**src/rtl/lgse_mul.sv**
```systemverilog
// Shared signed 20x20 multiplier with registered product.
// No dependencies.
`timescale 1ns / 1ps

module lgse_mul (
   input  logic               clock,
   input  logic signed [19:0] op_a,
   input  logic signed [19:0] op_b,
   output logic signed [39:0] product_ff
);

   logic signed [39:0] product_in;

   assign product_in = op_a * op_b;

   always_ff @(posedge clock) begin
      product_ff <= product_in;
   end

endmodule

```
**config.mk**
```make
export PLATFORM = sky130hd
export DESIGN_NAME = lgse_mul
export DESIGN_NICKNAME = d
export VERILOG_FILES = /design/src/rtl/lgse_mul.sv
export SDC_FILE = /design/constraint.sdc
export NUM_CORES = 1
export LEC_CHECK = 0
export BUFFER_PORTS_ARGS = -buffer_cell sky130_fd_sc_hd__buf_2
export CORE_ASPECT_RATIO = 0.75
export CORE_MARGIN = 4
export CORE_UTILIZATION = 65
export DETAILED_ROUTE_END_ITERATION = 8
export PLACE_DENSITY_LB_ADDON = 0.08
export SYNTH_ARGS = -nofsm -noshare
export SYNTH_HDL_FRONTEND = slang
export SYNTH_SLANG_ARGS = --single-unit
```
**constraint.sdc**
```tcl
create_clock -name clock -period 20.2 [get_ports clock]
set_clock_uncertainty 0.2 [all_clocks]
set_input_delay 2.02 -clock clock [delete_from_list [all_inputs] [get_ports clock]]
set_output_delay 2.02 -clock clock [all_outputs]
set_load 0.03 [all_outputs]
```
== Word-level counts from Yosys, hierarchy flattened ==
Index checks and enable logic that the tools add are counted.
Storage, ports and cells
  bits in latches: 0
  RAM bits: 0
  flip-flop bits (word level): 40
  bits in read-only memories: 0
  memories kept: 0
  output and inout port bits: 40
Operators by class
  bitwise logic cells: 0
  reductions and logical operators: 0
  equality and inequality tests: 0
  shift operators: 0
  $lt $le $gt $ge: 0
  divide/modulo/power cells: 0
  multipliers: 1
  multiplexer cells: 0
  add/sub/neg operators: 0
Operators with widths (number)
  $mul A20 B20 Y40: 1

== Logic depth before layout (Yosys ltp) ==
  depth after elaboration: 1
  gate-level depth with buffers: 27
  depth with buffers taken out: 25

== Worst setup path after synthesis ==
Ideal clock, no wire load.
  path kind: input port to flip-flop
  start point: input op_b[6]
  end point: register product_ff[36]
  stages: 24
  data arrival time: 7969 ps
  path slack: 11878 ps
  data required time: 19847 ps
  cell sequence: clkbuf_1 > clkbuf_1 > nand2_1 > fa_1 > fa_1 > fa_1 > inv_1 > fa_1 > fa_1 > fa_1 > inv_1 > fa_1 > inv_1 > ha_1 > buf_2 > and4_1 > and3_4 > nand2_1 > a2111o_1 > o311a_2 > a21boi_4 > o22ai_2 > nand3_1 > o311ai_2
Between the ends
  cells in the longest elaborated chain, start to end: 1
RTL lines
  start: declaration: RTL line 8  | input logic signed [19:0] op_b,
  $mul A20 B20 Y40: RTL line 14  | assign product_in = op_a * op_b;
  via product_in[36]: RTL line 12  | logic signed [39:0] product_in;
  end signal: assignment: RTL line 17  | product_ff <= product_in;
  end: declaration: RTL line 9  | output logic signed [39:0] product_ff
The timed path passes the listed nets, and every way through them passes these cells.

== Final worst setup path ==
  start point: input op_b[4]
  end point: register product_ff[22]
Same word-level chain as after synthesis.

==> qor.csv <==
metric;value;unit
status;complete, no violations;
worstSetupPathType;input pin to flip-flop;
reg_top3;product_ff x40;
layout-drive-gt1-share;5.69;%
whs_path_depth;2;
worstPathRequired;20.14;ns
ios;81;
gp_congestion;0.945;
slew_headroom;53.1;%
yosysWarnings;0;
diodes;0;
clock_sinks;40;
num_rows;49;
clock-root-buffer;clkbuf_16;
grt_pass1_vias;11600;
grt_max_degree;21;
setup_tns;0;ns
tightest_slew;0.702;ns
ys_seq_area_share;5.01;%
synth_top_family_by_area;adder cells;
grt_overflow_total;0;
area_growth_syn_to_layout;4.25;%
grt_util_all_layers;31.6;%
ys_top_cells_by_count;inv_1 (445), fa_1 (420), and2_1 (219), nand2_1 (181), ha_1 (107);
die_h;144;µm
synth-edff-count;0;
min_path_type;input pin to flip-flop;
syn-cell-area;16000;µm²
rsz0062_at_grt;no;
post_drt_wl_per_cell;20.2;µm
final_cells;2036;
synth-simple-area-share;15.0;%
place_inst;2028;
yosysTopAreaCell;fa_1;
numCtsBuffers;5;
synth_top_area_share;52.6;%
vias;11100;
setup_violations;0;
htreeDepth;2;
place_hpwl;34.2;mm
cap_viol_max_count;0;
period_share;44.0;%
postCtsHoldBufs;0;
clockBufferDepth;2;
endpoint_kind;flip-flop;
final_hold_viol_count;0;
dr.first_iter.drc_count;880;
antenna_found_initial;0;
avgSynthCellArea;9.42;µm²
grt_pass1_wl;65.4;mm
start_util;66.4;%
synth-xor-area-share;2.24;%
top_register;product_ff;
cp-start-kind;input pin;
num-fill-cells;1917;
vias_per_cell;5.44;
drc;0;
hold_end;product_ff[0];
synth.area.mux_share;0.0626;%
fp.dieArea;27200;µm²
nNetsFinal;2272;
max_freq;112;MHz
port_buffers;80;
ant_nets;0;
finalMaxSlewViolations;0;
ys_types;55;
die_width;189;µm
yosys_register_bits;40;
synth_flop_cell;dfxtp_1;
fin_crit;8.89;ns
cp.arrival;8.83;ns
cts_tree;done;
largest_reg_flops;40;
core_area;24100;µm²
synthCells;1698;
wl;41.2;mm
drt_pass1_iterations;5;
crit_fanout;20;
syn_nets;2266;
synth_most_common_cell;inv_1;
synth_area_leaders;fa_1 (53%), inv_1 (10%), and2_1 (8.6%);
hp-start;op_a[0];
synth_compound_area_share;4.42;%
ctsResizeCount;0;
synthArstFlopShare;0;%
postCtsSetupBuffers;0;
synth_fa_ha_area_share;60.9;%
cts.clk_slew.worst_paths;0.06;ns
cell usage in the layout, fill, tap and decap left out, drive strengths merged, types with 11 or more instances in the layout:
cell,instances
a21oi,22
and2,219
fa,420
o21ai,11
nand2,181
buf,80
dfxtp,40
a21o,16
xnor2,32
nor2,30
ha,107
inv,446
worst max path at each step:
stage / end / slack, ns / from
global placement: product_ff[22] / 11.24 / op_a[9]
detailed placement: product_ff[22] / 11.20 / op_a[9]
floorplan: product_ff[36] / 11.88 / op_b[6]
finish: product_ff[22] / 11.31 / op_b[4]
global route: product_ff[22] / 10.87 / op_a[9]
CTS: product_ff[22] / 11.41 / op_a[9]
routing by layer:
metal | share of wire (%) | routed length, µm | vias to the layer above | global-route usage (%)
met5 | 0 | 0 | - | 0
met4 | 0.51 | 212 | 0 | 2.76
met3 | 17 | 7060 | 16 | 16.7
met2 | 36 | 14900 | 649 | 39.5
met1 | 46 | 19000 | 5539 | 50.3
li1 | - | - | 4874 | -
logic make-up after synthesis:
| group | Yosys count |
|---|---|
| muxes | 1 |
| DFF | 40 |
| xor gates and xnor gates | 41 |
| AOI/OAI and AO/OA | 97 |
| buffers and inverters | 526 |
| and+or+nand+nor | 466 |
| adders and majority gates | 527 |
worst max-delay path, cell delays in order:
cell and delay (ns):
buf_2 0.37, and2_1 0.21, fa_1 0.43, fa_1 0.51
inv_1 0.05, fa_1 0.47, inv_1 0.05, fa_1 0.50
inv_1 0.06, fa_1 0.52, inv_1 0.04, fa_1 0.47
inv_1 0.05, fa_1 0.57, inv_1 0.07, ha_1 0.34
nor3_1 0.16, nor2_1 0.09, a221oi_1 0.54, a21boi_1 0.23
o21ai_0 0.22, nand2b_1 0.12, a31oi_1 0.34, mux2i_1 0.25
o2111ai_1 0.16
stage by stage:
stage | hold WS (ns) | util, % | setup WS (ns) | area (µm²)
2_1_floorplan | 2.14 | - | 11.88 | 16000
3_3_place_gp | 2.25 | 68.5 | 11.24 | 16500
3_5_place_dp | 2.25 | 68.5 | 11.20 | 16500
4_1_cts | 2.02 | 69.2 | 11.41 | 16700
5_1_grt | 2.04 | 69.2 | 10.87 | 16700
6_report | 2.03 | 69.2 | 11.31 | 16700
final cells by class:
cell class	instances	area [µm²]	share of cell area (%)
Multi-Input combinational cell	1132	13200	79.3
Sequential cell	40	801	4.80
Tap cell	331	414	2.48
Clock buffer	5	125	0.750
Timing Repair Buffer	80	400	2.40
Clock inverter	3	46.3	0.278
Inverter	445	1670	10.0
Power is not shown: default switching activity piles up to over one toggle a cycle in this logic, so the estimate is an artifact.
