## config.mk

```make
export PLATFORM = sky130hd
export DESIGN_NAME = lgse_ram
export DESIGN_NICKNAME = d
export VERILOG_FILES = /design/src/rtl/lgse_ram.sv
export SDC_FILE = /design/constraint.sdc
export NUM_CORES = 1
export LEC_CHECK = 0
export BUFFER_PORTS_ARGS = -buffer_cell sky130_fd_sc_hd__buf_2
export CORE_MARGIN = 4
export CORE_UTILIZATION = 50
export CTS_CLUSTER_DIAMETER = 30
export DETAILED_ROUTE_END_ITERATION = 12
export GPL_TIMING_DRIVEN = 0
export PLACE_DENSITY_LB_ADDON = 0.15
export SYNTH_ARGS = -nofsm -noshare
export SYNTH_HDL_FRONTEND = slang
export SYNTH_SLANG_ARGS = --single-unit
```

## constraint.sdc

```tcl
create_clock -name clock -period 4.8 [get_ports clock]
set_input_delay 0.48 -clock clock [delete_from_list [all_inputs] [get_ports clock]]
set_output_delay 0.48 -clock clock [all_outputs]
set_load 0.005 [all_outputs]
```

## src/rtl/lgse_ram.sv

```systemverilog
// Generic single-write, single-read RAM with registered read data.
// No dependencies.
`timescale 1ns / 1ps

module lgse_ram #(
   parameter int WIDTH = 8,
   parameter int DEPTH = 16,
   localparam int AW = (DEPTH > 1) ? $clog2(DEPTH) : 1
) (
   input  logic             clock,
   input  logic             wr_en,
   input  logic [AW-1:0]    wr_addr,
   input  logic [WIDTH-1:0] wr_data,
   input  logic [AW-1:0]    rd_addr,
   output logic [WIDTH-1:0] rd_data_ff
);

   logic [WIDTH-1:0] mem_ff [DEPTH];
   logic [WIDTH-1:0] rd_data_in;

   assign rd_data_in = mem_ff[rd_addr];

   always_ff @(posedge clock) begin
      if (wr_en) mem_ff[wr_addr] <= wr_data;
      rd_data_ff <= rd_data_in;
   end

endmodule

```

# Yosys cells after proc, flatten, opt, wreduce, memory -nomap -nowiden
# Memories as Yosys holds them, arrays and structs flattened. A register that Yosys moved wholly into a read port is not among the register bits.
# Index checks and enable logic that the tools add are counted.
[op_classes] n_mux=2
[ops] op="1-bit two-way mux" n=2
[word_totals] reg_bits=0 ramBits=128 input_bits=18 output_inout_bits=8 elab_cells=3 mem_count=1
[mem_list] memory="mem_ff" depth=16 word_bits=8 rd=1 rd_clocked_by_memory_dff=1 wr=1 line_no="18" rtl="logic [WIDTH-1:0] mem_ff [DEPTH];"

# Longest topological paths before layout
[logic_depth] depth_word=2 mapped_depth=5 depth_no_buf=3

# Worst setup path after synthesis
# OpenSTA, ideal clock, no wires.
[synth_path] path_kind="in2reg" from="in wr_addr[2]" to="mem mem_ff[0][0] (enable)" setup_time_ns=0.383 arrival_ns=1.590 required_time_ns=4.417 setup_slack_ns=2.827 cell_stages=2 n_path_buf=0 cell_sequence="or3b_2 -> nor3_1"
[synth_lines] element="start, declared" line_no="12" rtl="input logic [AW-1:0] wr_addr,"
[synth_lines] element="end, declared" line_no="18"
# No word-level cell before the write port.

# Final worst setup path
[layout_path] from="in wr_addr[2]" to="mem mem_ff[0][6] (enable)"
# No word-level cell before the write port.

==> out/qor.csv <==
stage,metric,value,unit
power,p_leak,2.05,nW
clocking,cts_buffers,17,
synthesis,synthesis.nets,247,
clocking,cts.path.max_buffers,2,
floorplan,ios,26,
worst_hold_path,holdPathEnd,mem_ff[6][5],
placement,io_buffers,24,
setup_path,worstReg2RegEnd,rd_data_ff[2],
global_routing,grt_max_degree,17,
timing,fin_crit_sh,40.1,%
setup_path,reg2reg_slack,3.30,ns
global_routing,grt_pass1_vias,2476,
timing,skew,0.00996,ns
global_routing,met2_usage,27.5,%
floorplan,fp.dieH,109,µm
clocking,h-tree-depth,4,
power,p_per_area,466,mW/mm²
setup_path,required,4.92,ns
finish,areaGrowthSynthToFinish,17.7,%
timing,drv_slew,0,
drt,routed_via_density,5.84,
power,peakVddDrop,250,µV
timing,fin_crit,1.93,ns
floorplan,die_area,0.0120,mm²
synthesis,ys_top_cells_by_area,"edfxtp_1 75%, mux4_2 7.9%, mux4_1 7.1%",
synthesis,ys_seq_elements,136,
timing,final.setup.tns,0,ns
synthesis,synth_top_area_share,74.7,%
timing,setup_violations,0,
clocking,post_cts_buffers,0,
global_routing,antenna_found_initial,0,
global_routing,grt.busiest_layer,met2,
flow_run,maxCapViolations,0,
synthesis,ys_types,19,
clocking,path_clk_slew,0.06,ns
worst_hold_path,min_from,wr_data[5],
global_routing,grt_overflow,0,
synthesis,ys_seq_area_share,77.8,%
synthesis,synth_top_family_by_area,multiplexers,
setup_path,worstRegToRegCells,3,
synthesis,syn_avg_cell_area,22.5,µm²
global_routing,grt_util_met1,25.3,%
drt,vias,2442,
status,status,"complete, no violations",
global_routing,grt_use_met3,4.70,%
drt,firstDrtPassIters,5,
synthesis,syn_area,0.00515,mm²
finish,diodes,0,
setup_path,path_max_fanout,8,
worst_hold_path,hold_path.class,input port to register,
finish,nNetsFinal,290,
synthesis,synth_mux_area_share,15.0,%
placement,dp_cells,386,
placement,gp_congestion,0.767,
timing,hold_violations,0,
finish,final_cells,418,
synthesis,yosys.area_share.simple,3.18,%
synthesis,synth-compound-area-share,2.33,%
clocking,cts_resized,0,
timing,grt_setup_unrepaired,no,
floorplan,coreArea,0.00991,mm²
timing,slew_headroom,12.1,%
timing,fmax,0.519,GHz
global_routing,grt_pass1_wl,14800,µm
worst_hold_path,whs_path_depth,1,
setup_path,end_kind,register,
floorplan,die_x,109,µm
finish,drive_gt1_share,28.8,%
clocking,clock_latency,0.52,ns
clocking,cts_tree,yes,
setup_path,r2r-start,mem_ff[1][2],
drt,wl_per_cell,23.1,µm
drt,antenna_left,0,
clocking,clockRootBuffer,clkbuf_8,
synthesis,yosys.area_share.xor_xnor,0,%
drt,drc_errors,0,
setup_path,path_class,input port to register,
floorplan,start_util,51.9,%
clocking,cts_sinks,136,
setup_path,critPathLaunchType,input port,
floorplan,row_count,36,
synthesis,yosys_warnings,0,
global_routing,gr-usage-all-layers,18.1,%
setup_path,cp.arrival,2.05,ns
drt,wl,9640,µm
synthesis,synth_cells,229,
drt,first_iter_violations,180,
clocking,cts_hold_buf,0,
placement,hpwl,6180,µm
synthesis,synthAdderAreaFrac,0,%
synthesis,yosysTopAreaCell,edfxtp_1,
timing,tightest_slew,1.31,ns
[cells in the mapped netlist, drive strengths merged]
cell           count
nand3b             2
nor2b              1
or3b               1
mux4              32
a22oi             16
nor2              13
nand3              1
nand2              9
nand2b             2
dfxtp              8
and2               1
buf                7
clkdlybuf4s25      3
nor3               4
edfxtp           128
and2b              1
[registers in the layout (all words and copies together), names as in the netlist]
signal      flops
rd_data_ff      8
mem_ff        128
[layer usage]
metal | routed length (µm) | vias to the layer above
li1 | - | 1069
met3 | 675 | 16
met5 | 0 | -
met4 | 183 | 0
met1 | 4100 | 1252
met2 | 4690 | 105
[cell type report]
cell class                 instances  area (µm²)
buffer                            10        86.3
multi-input combinational         83        1060
timing repair buffer              24         120
clock inverter                    12         200
tap                              133         166
fill                             725        3850
sequential                       136        4000
clock buffer                      20         425
[through the flow]
stage | instance area, µm² | setup slack (ns) | utilization (%) | power, mW | hold slack (ns)
2_1_floorplan | 5150 | 2.83 | - | 1.43 | 0.579
3_3_place_gp | 5430 | 2.25 | 54.8 | 1.48 | 0.653
3_5_place_dp | 5430 | 2.31 | 54.8 | 1.49 | 0.676
4_1_cts | 6060 | 2.85 | 61.1 | 2.84 | 0.346
5_1_grt | 6060 | 2.75 | 61.1 | 2.90 | 0.356
6_report | 6060 | 2.87 | 61.1 | 2.82 | 0.369
[report_power, final]
group          internal, mW  switching [mW]  total [mW]
Clock                 0.896           0.468        1.36
Combinational        0.0525          0.0724       0.125
Sequential             1.33         0.00609        1.33
Total                  2.28           0.546        2.82
[cells in the final DEF (no fill, tap or decap)]
master and count:
a22oi_1 16, and2_1 1, and2b_1 1, buf_2 27, buf_4 1, buf_6 3, bufinv_16 5, clkbuf_1 3
clkbuf_16 16, clkbuf_8 1, clkdlybuf4s25_2 3, clkinv_2 3, clkinv_4 4, dfxtp_1 8, edfxtp_1 128, mux4_1 14
mux4_2 18, nand2_1 9, nand2b_1 2, nand3_1 1, nand3b_1 2, nor2_1 13, nor2b_1 1, nor3_1 4
or3b_2 1
[how the worst max path moves through the flow]
stage / slack [ns] / end / from
after floorplan: 2.83 / mem_ff[0][0] / wr_addr[2]
after global placement: 2.25 / mem_ff[0][2] / wr_addr[2]
after detailed placement: 2.31 / mem_ff[0][2] / wr_addr[2]
after CTS: 2.85 / mem_ff[0][1] / wr_addr[2]
after global routing: 2.75 / mem_ff[0][6] / wr_addr[2]
final: 2.87 / mem_ff[0][6] / wr_addr[2]
[critical path, cell delays in order]
cell    delay (ns)
buf_2         0.12
or3b_2        0.51
nor3_1        0.93
[cells by family (layout without fill, tap and decap cells)]
group | after synthesis | after routing
AND/OR/NAND/NOR | 35 | 35
multiplexers | 32 | 32
flip-flops | 136 | 136
AO/OA/AOI/OAI | 16 | 16
buffers and inverters | 10 | 66
Power figures use the tool's default switching activity.
